## config.mk

```make
export PLATFORM = sky130hd
export DESIGN_NAME = page_block_allocator
export DESIGN_NICKNAME = d
export VERILOG_FILES = /design/src/rtl/pba_pkg.sv /design/src/rtl/pba_alu.sv /design/src/rtl/pba_flist.sv /design/src/rtl/pba_btable.sv /design/src/rtl/pba_ctrl.sv /design/src/rtl/page_block_allocator.sv
export SDC_FILE = /design/constraint.sdc
export NUM_CORES = 2
export LEC_CHECK = 0
export BUFFER_PORTS_ARGS = -buffer_cell sky130_fd_sc_hd__buf_2
export CORE_ASPECT_RATIO = 1.25
export CORE_UTILIZATION = 57
export CTS_CLUSTER_SIZE = 10
export DETAILED_ROUTE_END_ITERATION = 12
export PLACE_DENSITY = 0.74
export SETUP_SLACK_MARGIN = 0.02
export SLEW_MARGIN = 20
export SYNTH_ARGS = -nofsm -noshare
export SYNTH_HDL_FRONTEND = slang
export SYNTH_SLANG_ARGS = --single-unit
```

## constraint.sdc

```tcl
create_clock -name clk -period 4.4 [get_ports clk]
set_input_delay 0.88 -clock clk [delete_from_list [all_inputs] [get_ports clk]]
set_output_delay 0.88 -clock clk [all_outputs]
set_load 0.005 [all_outputs]
```

## src/rtl/pba_pkg.sv

```systemverilog
// Package for the page block allocator: sizes, codes, item and table types.
// Has no dependencies; every rtl module imports it.
`default_nettype none

package pba_pkg;

    localparam int PAGE_BYTES = 1024;
    localparam int POOL_PAGES = 64;

    localparam int PAGE_SHIFT = $clog2(PAGE_BYTES);
    localparam int SIZE_W     = 20;
    localparam int PG_W       = $clog2(POOL_PAGES);
    localparam int CNT_W      = $clog2(POOL_PAGES + 1);
    localparam int NEED_W     = SIZE_W - PAGE_SHIFT + 1;
    localparam int OP_W       = (NEED_W > CNT_W) ? NEED_W : CNT_W;

    typedef enum logic [1:0] {
        CMD_ALLOC   = 2'd0,
        CMD_REALLOC = 2'd1,
        CMD_FREE    = 2'd2,
        CMD_RSVD    = 2'd3
    } cmd_t;

    typedef enum logic [2:0] {
        ST_OK        = 3'd0,
        ST_OOM       = 3'd1,
        ST_UNKNOWN   = 3'd2,
        ST_LIST_FULL = 3'd3,
        ST_ZERO      = 3'd4
    } status_t;

    typedef enum logic [3:0] {
        S_IDLE,
        S_DECODE,
        S_SCAN_RD,
        S_SCAN_CHK,
        S_SHIFT_RD,
        S_SHIFT_WR,
        S_CARVE,
        S_GRANT,
        S_RELEASE,
        S_FINISH
    } state_t;

    typedef struct packed {
        cmd_t              cmd;
        logic [PG_W-1:0]   block_start;
        logic [SIZE_W-1:0] size_bytes;
    } req_t;

    typedef struct packed {
        status_t          status;
        logic [PG_W-1:0]  result_start;
        logic [CNT_W-1:0] result_pages;
        logic             copy_needed;
        logic [PG_W-1:0]  copy_from_start;
        logic [CNT_W-1:0] copy_pages;
    } rsp_t;

    typedef struct packed {
        logic [PG_W-1:0]  start;
        logic [CNT_W-1:0] pages;
    } span_t;

    typedef struct packed {
        logic            wr_en;
        logic [PG_W-1:0] addr;
        span_t           data;
    } fl_wr_t;

    typedef struct packed {
        logic             wr_en;
        logic             valid;
        logic [PG_W-1:0]  addr;
        logic [CNT_W-1:0] pages;
    } bt_wr_t;

endpackage

`default_nettype wire

```

## src/rtl/pba_alu.sv

```systemverilog
// Shared compare unit of the allocator: a subtractor that reports a >= b.
// Depends on pba_pkg.
`default_nettype none

module pba_alu (
    input  wire logic [pba_pkg::OP_W-1:0] a,
    input  wire logic [pba_pkg::OP_W-1:0] b,
    output logic                          ge
);
    import pba_pkg::*;

    logic [OP_W:0] diff;

    assign diff = {1'b0, a} - {1'b0, b};
    assign ge   = ~diff[OP_W];

endmodule

`default_nettype wire

```

## src/rtl/pba_flist.sv

```systemverilog
// Free-list memory: one write port and one read port with registered data.
// Depends on pba_pkg.
`default_nettype none

module pba_flist (
    input  wire logic                     clk,
    input  wire pba_pkg::fl_wr_t          wr,
    input  wire logic [pba_pkg::PG_W-1:0] raddr,
    output pba_pkg::span_t                rdata
);
    import pba_pkg::*;

    span_t mem [POOL_PAGES];
    span_t rdata_reg;

    always_ff @(posedge clk)
    begin
        if (wr.wr_en)
        begin
            mem[wr.addr] <= wr.data;
        end
        rdata_reg <= mem[raddr];
    end

    assign rdata = rdata_reg;

endmodule

`default_nettype wire

```

## src/rtl/pba_btable.sv

```systemverilog
// Block table: a live bit per start page in flip-flops and a page-count memory.
// Depends on pba_pkg.
`default_nettype none

module pba_btable (
    input  wire logic                      clk,
    input  wire logic                      rst_n,
    input  wire pba_pkg::bt_wr_t           wr,
    input  wire logic [pba_pkg::PG_W-1:0]  raddr,
    output logic                           rvalid,
    output logic [pba_pkg::CNT_W-1:0]      rpages
);
    import pba_pkg::*;

    logic             valid_reg [POOL_PAGES];
    logic [CNT_W-1:0] pages_mem [POOL_PAGES];
    logic             rvalid_reg;
    logic [CNT_W-1:0] rpages_reg;

    always_ff @(posedge clk or negedge rst_n)
    begin
        if (!rst_n)
        begin
            for (int i = 0; i < POOL_PAGES; i++)
            begin
                valid_reg[i] <= 1'b0;
            end
        end
        else if (wr.wr_en)
        begin
            valid_reg[wr.addr] <= wr.valid;
        end
    end

    always_ff @(posedge clk)
    begin
        if (wr.wr_en)
        begin
            pages_mem[wr.addr] <= wr.pages;
        end
        rvalid_reg <= valid_reg[raddr];
        rpages_reg <= pages_mem[raddr];
    end

    assign rvalid = rvalid_reg;
    assign rpages = rpages_reg;

endmodule

`default_nettype wire

```

## src/rtl/pba_ctrl.sv

```systemverilog
// Sequencer of the allocator: decode, first-fit scan, close-up, carve and release.
// Depends on pba_pkg; drives pba_alu, pba_flist and pba_btable.
`default_nettype none

module pba_ctrl (
    input  wire logic                      clk,
    input  wire logic                      rst_n,
    input  wire logic                      req_valid,
    input  wire pba_pkg::req_t             req,
    output logic                           busy,
    output logic [pba_pkg::PG_W-1:0]       bt_raddr,
    input  wire logic                      bt_rvalid,
    input  wire logic [pba_pkg::CNT_W-1:0] bt_rpages,
    output pba_pkg::bt_wr_t                bt_wr,
    output logic [pba_pkg::PG_W-1:0]       fl_raddr,
    input  wire pba_pkg::span_t            fl_rdata,
    output pba_pkg::fl_wr_t                fl_wr,
    output logic [pba_pkg::OP_W-1:0]       alu_a,
    output logic [pba_pkg::OP_W-1:0]       alu_b,
    input  wire logic                      alu_ge,
    input  wire logic                      rsp_free,
    output logic                           rsp_load,
    output pba_pkg::rsp_t                  rsp_data
);
    import pba_pkg::*;

    state_t            state_reg,      state_next;
    cmd_t              cmd_reg,        cmd_next;
    logic [PG_W-1:0]   bstart_reg,     bstart_next;
    logic [NEED_W-1:0] need_reg,       need_next;
    logic [CNT_W-1:0]  old_reg,        old_next;
    logic [CNT_W-1:0]  idx_reg,        idx_next;
    span_t             got_reg,        got_next;
    logic [CNT_W-1:0]  free_count_reg, free_count_next;
    logic [CNT_W-1:0]  carve_top_reg,  carve_top_next;
    rsp_t              res_reg,        res_next;

    logic              size_zero;
    logic [CNT_W-1:0]  idx_inc;
    logic              list_full;

    assign idx_inc   = idx_reg + CNT_W'(1);
    assign list_full = (free_count_reg == CNT_W'(POOL_PAGES));

    always_ff @(posedge clk or negedge rst_n)
    begin
        if (!rst_n)
        begin
            state_reg      <= S_IDLE;
            free_count_reg <= '0;
            carve_top_reg  <= '0;
        end
        else
        begin
            state_reg      <= state_next;
            free_count_reg <= free_count_next;
            carve_top_reg  <= carve_top_next;
        end
    end

    always_ff @(posedge clk)
    begin
        cmd_reg    <= cmd_next;
        bstart_reg <= bstart_next;
        need_reg   <= need_next;
        old_reg    <= old_next;
        idx_reg    <= idx_next;
        got_reg    <= got_next;
        res_reg    <= res_next;
    end

    always_comb
    begin
        state_next      = state_reg;
        cmd_next        = cmd_reg;
        bstart_next     = bstart_reg;
        need_next       = need_reg;
        old_next        = old_reg;
        idx_next        = idx_reg;
        got_next        = got_reg;
        free_count_next = free_count_reg;
        carve_top_next  = carve_top_reg;
        res_next        = res_reg;
        size_zero       = (req.size_bytes == '0);
        busy            = 1'b1;
        bt_raddr        = bstart_reg;
        bt_wr           = '0;
        fl_raddr        = idx_reg[PG_W-1:0];
        fl_wr           = '0;
        alu_a           = '0;
        alu_b           = '0;
        rsp_load        = 1'b0;

        unique case (state_reg)
            S_IDLE:
            begin
                busy     = 1'b0;
                bt_raddr = req.block_start;
                if (req_valid)
                begin
                    cmd_next    = req.cmd;
                    bstart_next = req.block_start;
                    need_next   = NEED_W'(req.size_bytes >> PAGE_SHIFT)
                                + NEED_W'(|req.size_bytes[PAGE_SHIFT-1:0]);
                    old_next    = '0;
                    idx_next    = '0;
                    res_next    = '0;
                    res_next.status = size_zero ? ST_ZERO : ST_OK;
                    state_next  = S_DECODE;
                end
            end

            S_DECODE:
            begin
                alu_a = OP_W'(bt_rpages);
                alu_b = OP_W'(need_reg);
                state_next = S_FINISH;
                unique case (cmd_reg)
                    CMD_ALLOC:
                    begin
                        if (res_reg.status != ST_ZERO)
                        begin
                            state_next = S_SCAN_RD;
                        end
                    end
                    CMD_REALLOC:
                    begin
                        if (res_reg.status == ST_ZERO)
                        begin
                            state_next = S_FINISH;
                        end
                        else if (!bt_rvalid)
                        begin
                            res_next.status = ST_UNKNOWN;
                        end
                        else if (alu_ge)
                        begin
                            res_next.result_start = bstart_reg;
                            res_next.result_pages = bt_rpages;
                        end
                        else
                        begin
                            old_next   = bt_rpages;
                            state_next = S_SCAN_RD;
                        end
                    end
                    CMD_FREE:
                    begin
                        res_next.status = ST_OK;
                        if (!bt_rvalid)
                        begin
                            res_next.status = ST_UNKNOWN;
                        end
                        else if (list_full)
                        begin
                            res_next.status = ST_LIST_FULL;
                        end
                        else
                        begin
                            fl_wr.wr_en      = 1'b1;
                            fl_wr.addr       = free_count_reg[PG_W-1:0];
                            fl_wr.data.start = bstart_reg;
                            fl_wr.data.pages = bt_rpages;
                            free_count_next  = free_count_reg + CNT_W'(1);
                            bt_wr.wr_en      = 1'b1;
                            bt_wr.valid      = 1'b0;
                            bt_wr.addr       = bstart_reg;
                            bt_wr.pages      = bt_rpages;
                            res_next.result_start = bstart_reg;
                            res_next.result_pages = bt_rpages;
                        end
                    end
                    default:
                    begin
                        res_next.status = ST_UNKNOWN;
                    end
                endcase
            end

            S_SCAN_RD:
            begin
                if (idx_reg == free_count_reg)
                begin
                    state_next = S_CARVE;
                end
                else
                begin
                    state_next = S_SCAN_CHK;
                end
            end

            S_SCAN_CHK:
            begin
                alu_a = OP_W'(fl_rdata.pages);
                alu_b = OP_W'(need_reg);
                if (alu_ge)
                begin
                    got_next   = fl_rdata;
                    state_next = S_SHIFT_RD;
                end
                else
                begin
                    idx_next   = idx_inc;
                    state_next = S_SCAN_RD;
                end
            end

            S_SHIFT_RD:
            begin
                alu_a    = OP_W'(idx_inc);
                alu_b    = OP_W'(free_count_reg);
                fl_raddr = idx_inc[PG_W-1:0];
                if (!alu_ge)
                begin
                    state_next = S_SHIFT_WR;
                end
                else
                begin
                    free_count_next = free_count_reg - CNT_W'(1);
                    state_next      = S_GRANT;
                end
            end

            S_SHIFT_WR:
            begin
                fl_wr.wr_en = 1'b1;
                fl_wr.addr  = idx_reg[PG_W-1:0];
                fl_wr.data  = fl_rdata;
                idx_next    = idx_inc;
                state_next  = S_SHIFT_RD;
            end

            S_CARVE:
            begin
                alu_a = OP_W'(POOL_PAGES) - OP_W'(carve_top_reg);
                alu_b = OP_W'(need_reg);
                state_next = S_FINISH;
                if (!alu_ge)
                begin
                    res_next.status = ST_OOM;
                end
                else if (cmd_reg == CMD_REALLOC && list_full)
                begin
                    res_next.status = ST_LIST_FULL;
                end
                else
                begin
                    got_next.start = carve_top_reg[PG_W-1:0];
                    got_next.pages = CNT_W'(need_reg);
                    carve_top_next = carve_top_reg + CNT_W'(need_reg);
                    state_next     = S_GRANT;
                end
            end

            S_GRANT:
            begin
                bt_wr.wr_en = 1'b1;
                bt_wr.valid = 1'b1;
                bt_wr.addr  = got_reg.start;
                bt_wr.pages = got_reg.pages;
                res_next.result_start = got_reg.start;
                res_next.result_pages = got_reg.pages;
                state_next = (cmd_reg == CMD_REALLOC) ? S_RELEASE : S_FINISH;
            end

            S_RELEASE:
            begin
                bt_wr.wr_en      = 1'b1;
                bt_wr.valid      = 1'b0;
                bt_wr.addr       = bstart_reg;
                bt_wr.pages      = old_reg;
                fl_wr.wr_en      = 1'b1;
                fl_wr.addr       = free_count_reg[PG_W-1:0];
                fl_wr.data.start = bstart_reg;
                fl_wr.data.pages = old_reg;
                free_count_next  = free_count_reg + CNT_W'(1);
                res_next.copy_needed     = 1'b1;
                res_next.copy_from_start = bstart_reg;
                res_next.copy_pages      = old_reg;
                state_next = S_FINISH;
            end

            S_FINISH:
            begin
                if (rsp_free)
                begin
                    rsp_load   = 1'b1;
                    state_next = S_IDLE;
                end
            end

            default:
            begin
                state_next = S_IDLE;
            end
        endcase
    end

    assign rsp_data = res_reg;

`ifndef SYNTHESIS
    a_count_bound: assert property (@(posedge clk) disable iff (!rst_n)
        free_count_reg <= CNT_W'(POOL_PAGES))
        else $error("free list count beyond pool size");

    a_carve_bound: assert property (@(posedge clk) disable iff (!rst_n)
        carve_top_reg <= CNT_W'(POOL_PAGES))
        else $error("carve top beyond pool size");

    a_shift_inside: assert property (@(posedge clk) disable iff (!rst_n)
        (state_reg == S_SHIFT_WR) |-> (idx_inc < free_count_reg))
        else $error("close-up write beyond the list");

    a_accept_decode: assert property (@(posedge clk) disable iff (!rst_n)
        (state_reg == S_IDLE && req_valid) |=> (state_reg == S_DECODE))
        else $error("accepted item not decoded");
`endif

endmodule

`default_nettype wire

```

## src/rtl/page_block_allocator.sv

```systemverilog
// Top level of the page block allocator: sequencer, compare unit, tables, output register.
// Depends on pba_pkg, pba_alu, pba_flist, pba_btable and pba_ctrl.
//
//  channel | payload | handshake            | direction
//  req     | req_t   | req_valid, req_stall | into the block
//  rsp     | rsp_t   | rsp_valid, rsp_stall | out of the block
//
// An item that ends at decode passes S_DECODE and S_FINISH; an allocation or a growing
// reallocation also passes the scan, the close-up or S_CARVE, and S_GRANT on success.
// Scan and close-up read each entry through one read port, then check or move it.
// Reset clears the live bits, the free-list count and the carve top at once.
// req_stall is high while an item is in work; a waiting result is held in the output
// register, so the next item is taken while rsp_stall holds it.
`default_nettype none

module page_block_allocator (
    input  wire logic           clk,
    input  wire logic           rst_n,
    input  wire logic           req_valid,
    output logic                req_stall,
    input  wire pba_pkg::req_t  req,
    output logic                rsp_valid,
    input  wire logic           rsp_stall,
    output pba_pkg::rsp_t       rsp
);
    import pba_pkg::*;

    logic             busy;
    logic [PG_W-1:0]  bt_raddr;
    logic             bt_rvalid;
    logic [CNT_W-1:0] bt_rpages;
    bt_wr_t           bt_wr;
    logic [PG_W-1:0]  fl_raddr;
    span_t            fl_rdata;
    fl_wr_t           fl_wr;
    logic [OP_W-1:0]  alu_a;
    logic [OP_W-1:0]  alu_b;
    logic             alu_ge;
    logic             rsp_free;
    logic             rsp_load;
    rsp_t             rsp_data;
    logic             rsp_valid_reg, rsp_valid_next;
    rsp_t             rsp_reg,       rsp_next;

    pba_alu u_alu (
        .a  (alu_a),
        .b  (alu_b),
        .ge (alu_ge)
    );

    pba_flist u_flist (
        .clk   (clk),
        .wr    (fl_wr),
        .raddr (fl_raddr),
        .rdata (fl_rdata)
    );

    pba_btable u_btable (
        .clk    (clk),
        .rst_n  (rst_n),
        .wr     (bt_wr),
        .raddr  (bt_raddr),
        .rvalid (bt_rvalid),
        .rpages (bt_rpages)
    );

    pba_ctrl u_ctrl (
        .clk       (clk),
        .rst_n     (rst_n),
        .req_valid (req_valid),
        .req       (req),
        .busy      (busy),
        .bt_raddr  (bt_raddr),
        .bt_rvalid (bt_rvalid),
        .bt_rpages (bt_rpages),
        .bt_wr     (bt_wr),
        .fl_raddr  (fl_raddr),
        .fl_rdata  (fl_rdata),
        .fl_wr     (fl_wr),
        .alu_a     (alu_a),
        .alu_b     (alu_b),
        .alu_ge    (alu_ge),
        .rsp_free  (rsp_free),
        .rsp_load  (rsp_load),
        .rsp_data  (rsp_data)
    );

    assign rsp_free  = !rsp_valid_reg || !rsp_stall;
    assign req_stall = busy;

    always_comb
    begin
        rsp_valid_next = rsp_valid_reg;
        rsp_next       = rsp_reg;
        if (rsp_load)
        begin
            rsp_valid_next = 1'b1;
            rsp_next       = rsp_data;
        end
        else if (rsp_valid_reg && !rsp_stall)
        begin
            rsp_valid_next = 1'b0;
        end
    end

    always_ff @(posedge clk or negedge rst_n)
    begin
        if (!rst_n)
        begin
            rsp_valid_reg <= 1'b0;
        end
        else
        begin
            rsp_valid_reg <= rsp_valid_next;
        end
    end

    always_ff @(posedge clk)
    begin
        rsp_reg <= rsp_next;
    end

    assign rsp_valid = rsp_valid_reg;
    assign rsp       = rsp_reg;

endmodule

`default_nettype wire

```

# Word level (Yosys, flattened, before mapping)
# Memories as Yosys holds them, arrays and structs flattened. A register that Yosys moved wholly into a read port is not among the register bits.
# Cells that the tools add are included.
# classes
muxes	75
eq_ne	37
add_sub_neg	7
n_reduce_logical	29
n_bitwise	4
magnitude_cmp	3
# ops
cell	n
$mux W13	7
$mux W7	10
$bwmux W64	1
$mux W20	3
$pmux W20 S3	1
$pmux W13 S2	2
$mux W15	3
$pmux W15 S3	1
$pmux W11 S4	1
$pmux W7 S3	2
$pmux W4 S10	1
$pmux W13 S3	1
$mux W4	8
$mux W30	1
$pmux W14 S2	1
$ne A2 B2 Y1 const B	13
$pmux W11 S2	1
$mux W3	7
$ne A3 B3 Y1 const B	7
$logic_not A20 Y1	1
$pmux W3 S3	2
$eq A4 B3 Y1 const B	4
$mux W16	1
$add A7 B1 Y7 const B	2
other kinds (41)	74
# totals
ramBits	1280
input_bits	32
mem_count	2
regBits	190
out_inout_bits	32
# mem_list
name	words	width	rd	rd_clocked_by_memory_dff	wr	line_no	rtl
u_flist.mem	64	13	1	1	1	pba_flist.sv:13	span_t mem [POOL_PAGES];
u_btable.pages_mem	64	7	1	1	1	pba_btable.sv:16	logic [CNT_W-1:0] pages_mem [POOL_PAGES];

# Logic depth before layout (Yosys ltp)
# depth
depth_word	11
depth_mapped	17
depth_no_buf	15

# Hierarchy
# From an unflattened synthesis, not the netlist that was laid out.
# unflattened
cells_unflattened	3042
area_unflattened_um2	59707.3
# modules_own_cells
module	seq_area_each_um2	instances	area_each_um2	cells_per_inst
pba_flist	25244.2	1	32344.8	1402
pba_btable	15214.6	1	20567.2	1001
pba_ctrl	2732.6	1	5614.1	571
page_block_allocator	925.9	1	937.1	33
pba_alu	0.0	1	244.0	35

# Least setup slack after synthesis
# OpenSTA, ideal clock, no wires.
# synth_path
path_kind	register -> register
from	reg u_ctrl.state_reg[1]
to	reg u_ctrl.res_reg (netlist bit u_ctrl.rsp_data[14]) (enable)
n_path_buf	3
setup_slack_ns	-0.176
path_stages_with_launch	15
arrival_ns	4.155
required_time_ns	3.979
synth_period_minus_slack_ns	4.576
path_cell_list	dfrtp_1 buf_2 clkbuf_1 nor2b_1 nand2_1 a21oi_1 clkbuf_1 a22oi_1 ha_1 a21o_1 a21o_1 a21oi_1 o211ai_1 a22oi_1 o41ai_1
# synth_via
elab_chain_cells	6
word_cells_on_any_way	19
classes_between	add/sub (1); eq/ne (12); mux (2); reduce/logical (4)
# synth_lines
item	line_no	rtl
start, declared	pba_ctrl.sv:27	state_t state_reg, state_next;
start signal, assigned	pba_ctrl.sv:55	state_reg <= state_next;
$eq A4 B2 Y1 (tied with other cells)	pba_ctrl.sv:94	unique case (state_reg)
$reduce_or A3 Y1 (no source line)	--	
$pmux W11 S2	pba_ctrl.sv:94	
$sub A11 B11 Y12	pba_alu.sv:14	assign diff = {1'b0, a} - {1'b0, b};
$ne A3 B3 Y1 (no source line)	--	
$reduce_and A8 Y1 (no source line) *	--	
end signal, assigned	pba_ctrl.sv:69	res_reg <= res_next;
end, declared	pba_ctrl.sv:36	rsp_t res_reg, res_next;
# Mark *: on every way between the ends. The rest lies on a longest branch, timed or not.
# A chain may end at the register's enable or synchronous reset.

# Final worst setup path
# layout_path
from	reg u_ctrl.state_reg[0]
to	reg u_btable.rpages_reg[3], in the netlist u_btable.rpages[3] (read register of u_btable.pages_mem)
# layout_via
elab_chain_cells	2
# layout_lines
item	line_no	rtl
$logic_not A4 Y1	pba_ctrl.sv:94	
$mux W6	pba_ctrl.sv:94	
end, declared	pba_btable.sv:18	logic [CNT_W-1:0] rpages_reg;
# No other way between the ends.

==> out/results.ini <==
[outcome]
status=finished clean

[timing]
fin_worst_skew_ns=0.0263
period_needed_ns=4.27
max_freq_mhz=234
tightest_slew_ns=1.12
hold_viol_final=0
layout_setup_ws_ns=0.126
tns_ns=0
rsz0062_at_grt=false
slew_violations=0
setup_viol=0
relSlewSlack=0.248
hold_ws_ns=0.176
finalCritPeriodShare=0.971

[power_and_ir_drop]
p_clk_frac=0.275
p_comb_frac=0.318
p_per_area_nw_per_um2=654
leakage_nw=24.7
switching_share=0.348
p_sw_w=0.0158
p_seq_frac=0.406
ir_drop_v=0.000485
intPower_w=0.0296

[yosys]
ys_ff_latch=1490
synthArstFlopShare=0.0557
postSynthCellCount=4304
ys_seq_area_frac=0.724
synth_compound_area_frac=0.0714
synth_top_family_by_area=simple AND/OR/NAND/NOR gates
avgSynthCellArea_sq_um=14.2
yosysWarnings=0
muxShareOfSynthArea=0.0596
ys.flop_type=edfxtp_1
yosys.area_share.xor_xnor=0.00532
synthSimpleGateAreaFrac=0.113
synth_nets=4365
synth_area_sq_um=60900
yosysUniqueCellTypes=79
synthAdderAreaFrac=0.00620
synth-edff-count=1386

[global_route]
grt.overflow.total=0
grt_usage=0.304
grt_pass1_wl_mm=241
grt_start_max_net_pins=91
grt_pass1_vias=37800
antenna_found_initial=3

[clock_network]
clk_latency_ns=0.77
clock-sinks=1490
htreeDepth=4
cts_buffers=168
cts_root_buffer=clkbuf_16
path_clk_slew_ns=0.05
cts_tree=yes
cts_resized=0
cts_setup_buffers=0
hold_buffers=0
clock_path_buffers=3

[finish]
final_nets=4639
drive_gt1_frac=0.157
largest_reg_flops=832
final-instance-count-excl-fill=6101
fill_cells=7299
syn_to_final_growth_pct=13.9
seq_area_sq_um=44100
multi_input_area_sq_um=15700

[placed_design]
dp_hpwl_mm=106
numPortBuffers=63
pre_cts_ws_ns=0.390
placedCellCount=5825
gp_congestion=0.994

[flow_run]
cap_violations=0

[floorplan]
dieArea_sq_um=108000
die_w_um=294
row_count=133
start_util=0.577
io_pins=64
core_area_sq_um=106000
die_y_um=368

[detailed_routing]
postRouteAntennaNets=0
vias=38900
routed_wl_mm=163
vias_per_cell=6.38
first_iter_violations=4558
wl_per_cell_um=26.7
first_pass_iters=6
drc=0

[critical_path]
end_kind=register
worst_ep_arrival_time_ns=4.96
cp-start-kind=register
crit_type=register to register
cp_max_fo=63
worstPathRequired_ns=5.09

[worst_hold_path]
hold_class=primary input to asynchronous set/reset pin

-- layout make-up --
| class | count | share of cell area |
|---|---|---|
| Timing Repair Buffer | 351 | 0.0411 |
| Clock inverter | 10 | 0.00155 |
| Antenna cell | 1 | 0.0000361 |
| Tap cell | 1417 | 0.0256 |
| Sequential cell | 1490 | 0.636 |
| Inverter | 21 | 0.00117 |
| Multi-Input combinational cell | 2546 | 0.227 |
| Clock buffer | 265 | 0.0681 |
-- Yosys cell counts, drive strengths merged, types with 76 or more instances --
| cell | instances | share of area |
|---|---|---|
| nand3 | 191 | 0.016 |
| mux2 | 77 | 0.014 |
| buf | 118 | 0.011 |
| dfrtp | 83 | 0.034 |
| nand2 | 899 | 0.056 |
| edfxtp | 1386 | 0.68 |
| mux2i | 105 | 0.017 |
| nor2 | 230 | 0.014 |
| o21ai | 89 | 0.0074 |
| and3 | 105 | 0.011 |
| a21oi | 109 | 0.0090 |
| a31oi | 121 | 0.012 |
| clkbuf | 129 | 0.0079 |
| mux4 | 76 | 0.028 |
-- cells by family after synthesis --
kind of cell | count (synthesis)
buf+inv | 268
compound gates | 643
flops | 1490
mux | 258
xor+xnor | 37
simple gates | 1579
fa+ha+maj | 29
-- power groups by stage --
stage | clock network (W) | logic [W] | registers [W]
detailed placement | 0 | 0.0141 | 0.0187
global route | 0.0131 | 0.0153 | 0.0185
global placement | 0 | 0.0139 | 0.0187
floorplan | 0 | 0.00859 | 0.0184
CTS | 0.0126 | 0.0142 | 0.0184
finish | 0.0125 | 0.0145 | 0.0184
-- per-layer routing --
metal	wire (um)	part of all wire	global-route usage	vias up
li1	-	-	-	16900
met1	57700	0.35	0.381	19300
met2	79300	0.49	0.491	2208
met3	14500	0.089	0.0503	486
met4	11500	0.070	0.197	2
met5	11	0.000067	0	-
-- placed cells by master (no fill, tap or decap), drive strengths merged, types with 13 or more instances in the layout --
| cell | Yosys | layout |
|---|---|---|
| o211ai | 16 | 16 |
| dfrtp | 83 | 83 |
| o21ai | 89 | 89 |
| a31oi | 121 | 121 |
| xor2 | 13 | 13 |
| a21o | 16 | 16 |
| a211oi | 56 | 56 |
| inv | 21 | 24 |
| clkbuf | 129 | 265 |
| nand2 | 899 | 899 |
| mux4 | 76 | 76 |
| xnor2 | 24 | 24 |
| edfxtp | 1386 | 1386 |
| a32oi | 55 | 55 |
| nor4 | 27 | 27 |
| mux2i | 105 | 105 |
| o22ai | 39 | 39 |
| or3 | 14 | 14 |
| a311oi | 15 | 15 |
| a22oi | 20 | 20 |
| nand2b | 17 | 17 |
| nor2 | 230 | 230 |
| nand3 | 191 | 191 |
| dfxtp | 21 | 21 |
| and3 | 105 | 105 |
| a21oi | 109 | 109 |
| ha | 27 | 27 |
| mux2 | 77 | 77 |
| a22o | 19 | 19 |
| buf | 118 | 351 |
| nor3 | 27 | 27 |
| nand4 | 13 | 13 |
-- critical path, stage by stage (launching register included) --
cell and delay, ns:
dfrtp_1 0.38, buf_4 0.19, nor4_2 0.26, buf_4 0.32, mux2i_4 0.54, buf_12 0.38
nand2_1 0.11, a32oi_1 0.22, a31oi_1 0.16, nor4_1 0.97, o21ai_0 0.36, a21oi_1 0.21
-- path summary, 6_finish.rpt --
kind / from / end / slack, ns / depth (start not counted)
min in group clk: req[26] / u_ctrl.cmd_reg[0] / 0.30 / 1
max: u_ctrl.state_reg[0] / u_btable.rpages[3] / 0.13 / 11
max in group asynchronous: rst_n / u_btable.valid_reg[4] / 3.39 / 2
min: rst_n / rsp_valid / 0.18 / 1
max reg2reg: u_ctrl.state_reg[0] / u_btable.rpages[3] / 0.13 / 11
min reg2reg: u_ctrl.rsp_data[7] / rsp[7] / 0.42 / 0
-- stage by stage --
stage | util | power (W) | cell area (sq um)
2_1_floorplan | - | 0.0270 | 60900
3_3_place_gp | 0.612 | 0.0326 | 64600
3_5_place_dp | 0.612 | 0.0328 | 64600
4_1_cts | 0.658 | 0.0452 | 69400
5_1_grt | 0.658 | 0.0469 | 69400
6_report | 0.658 | 0.0454 | 69400
No activity file was read; power rests on OpenSTA's default activity.
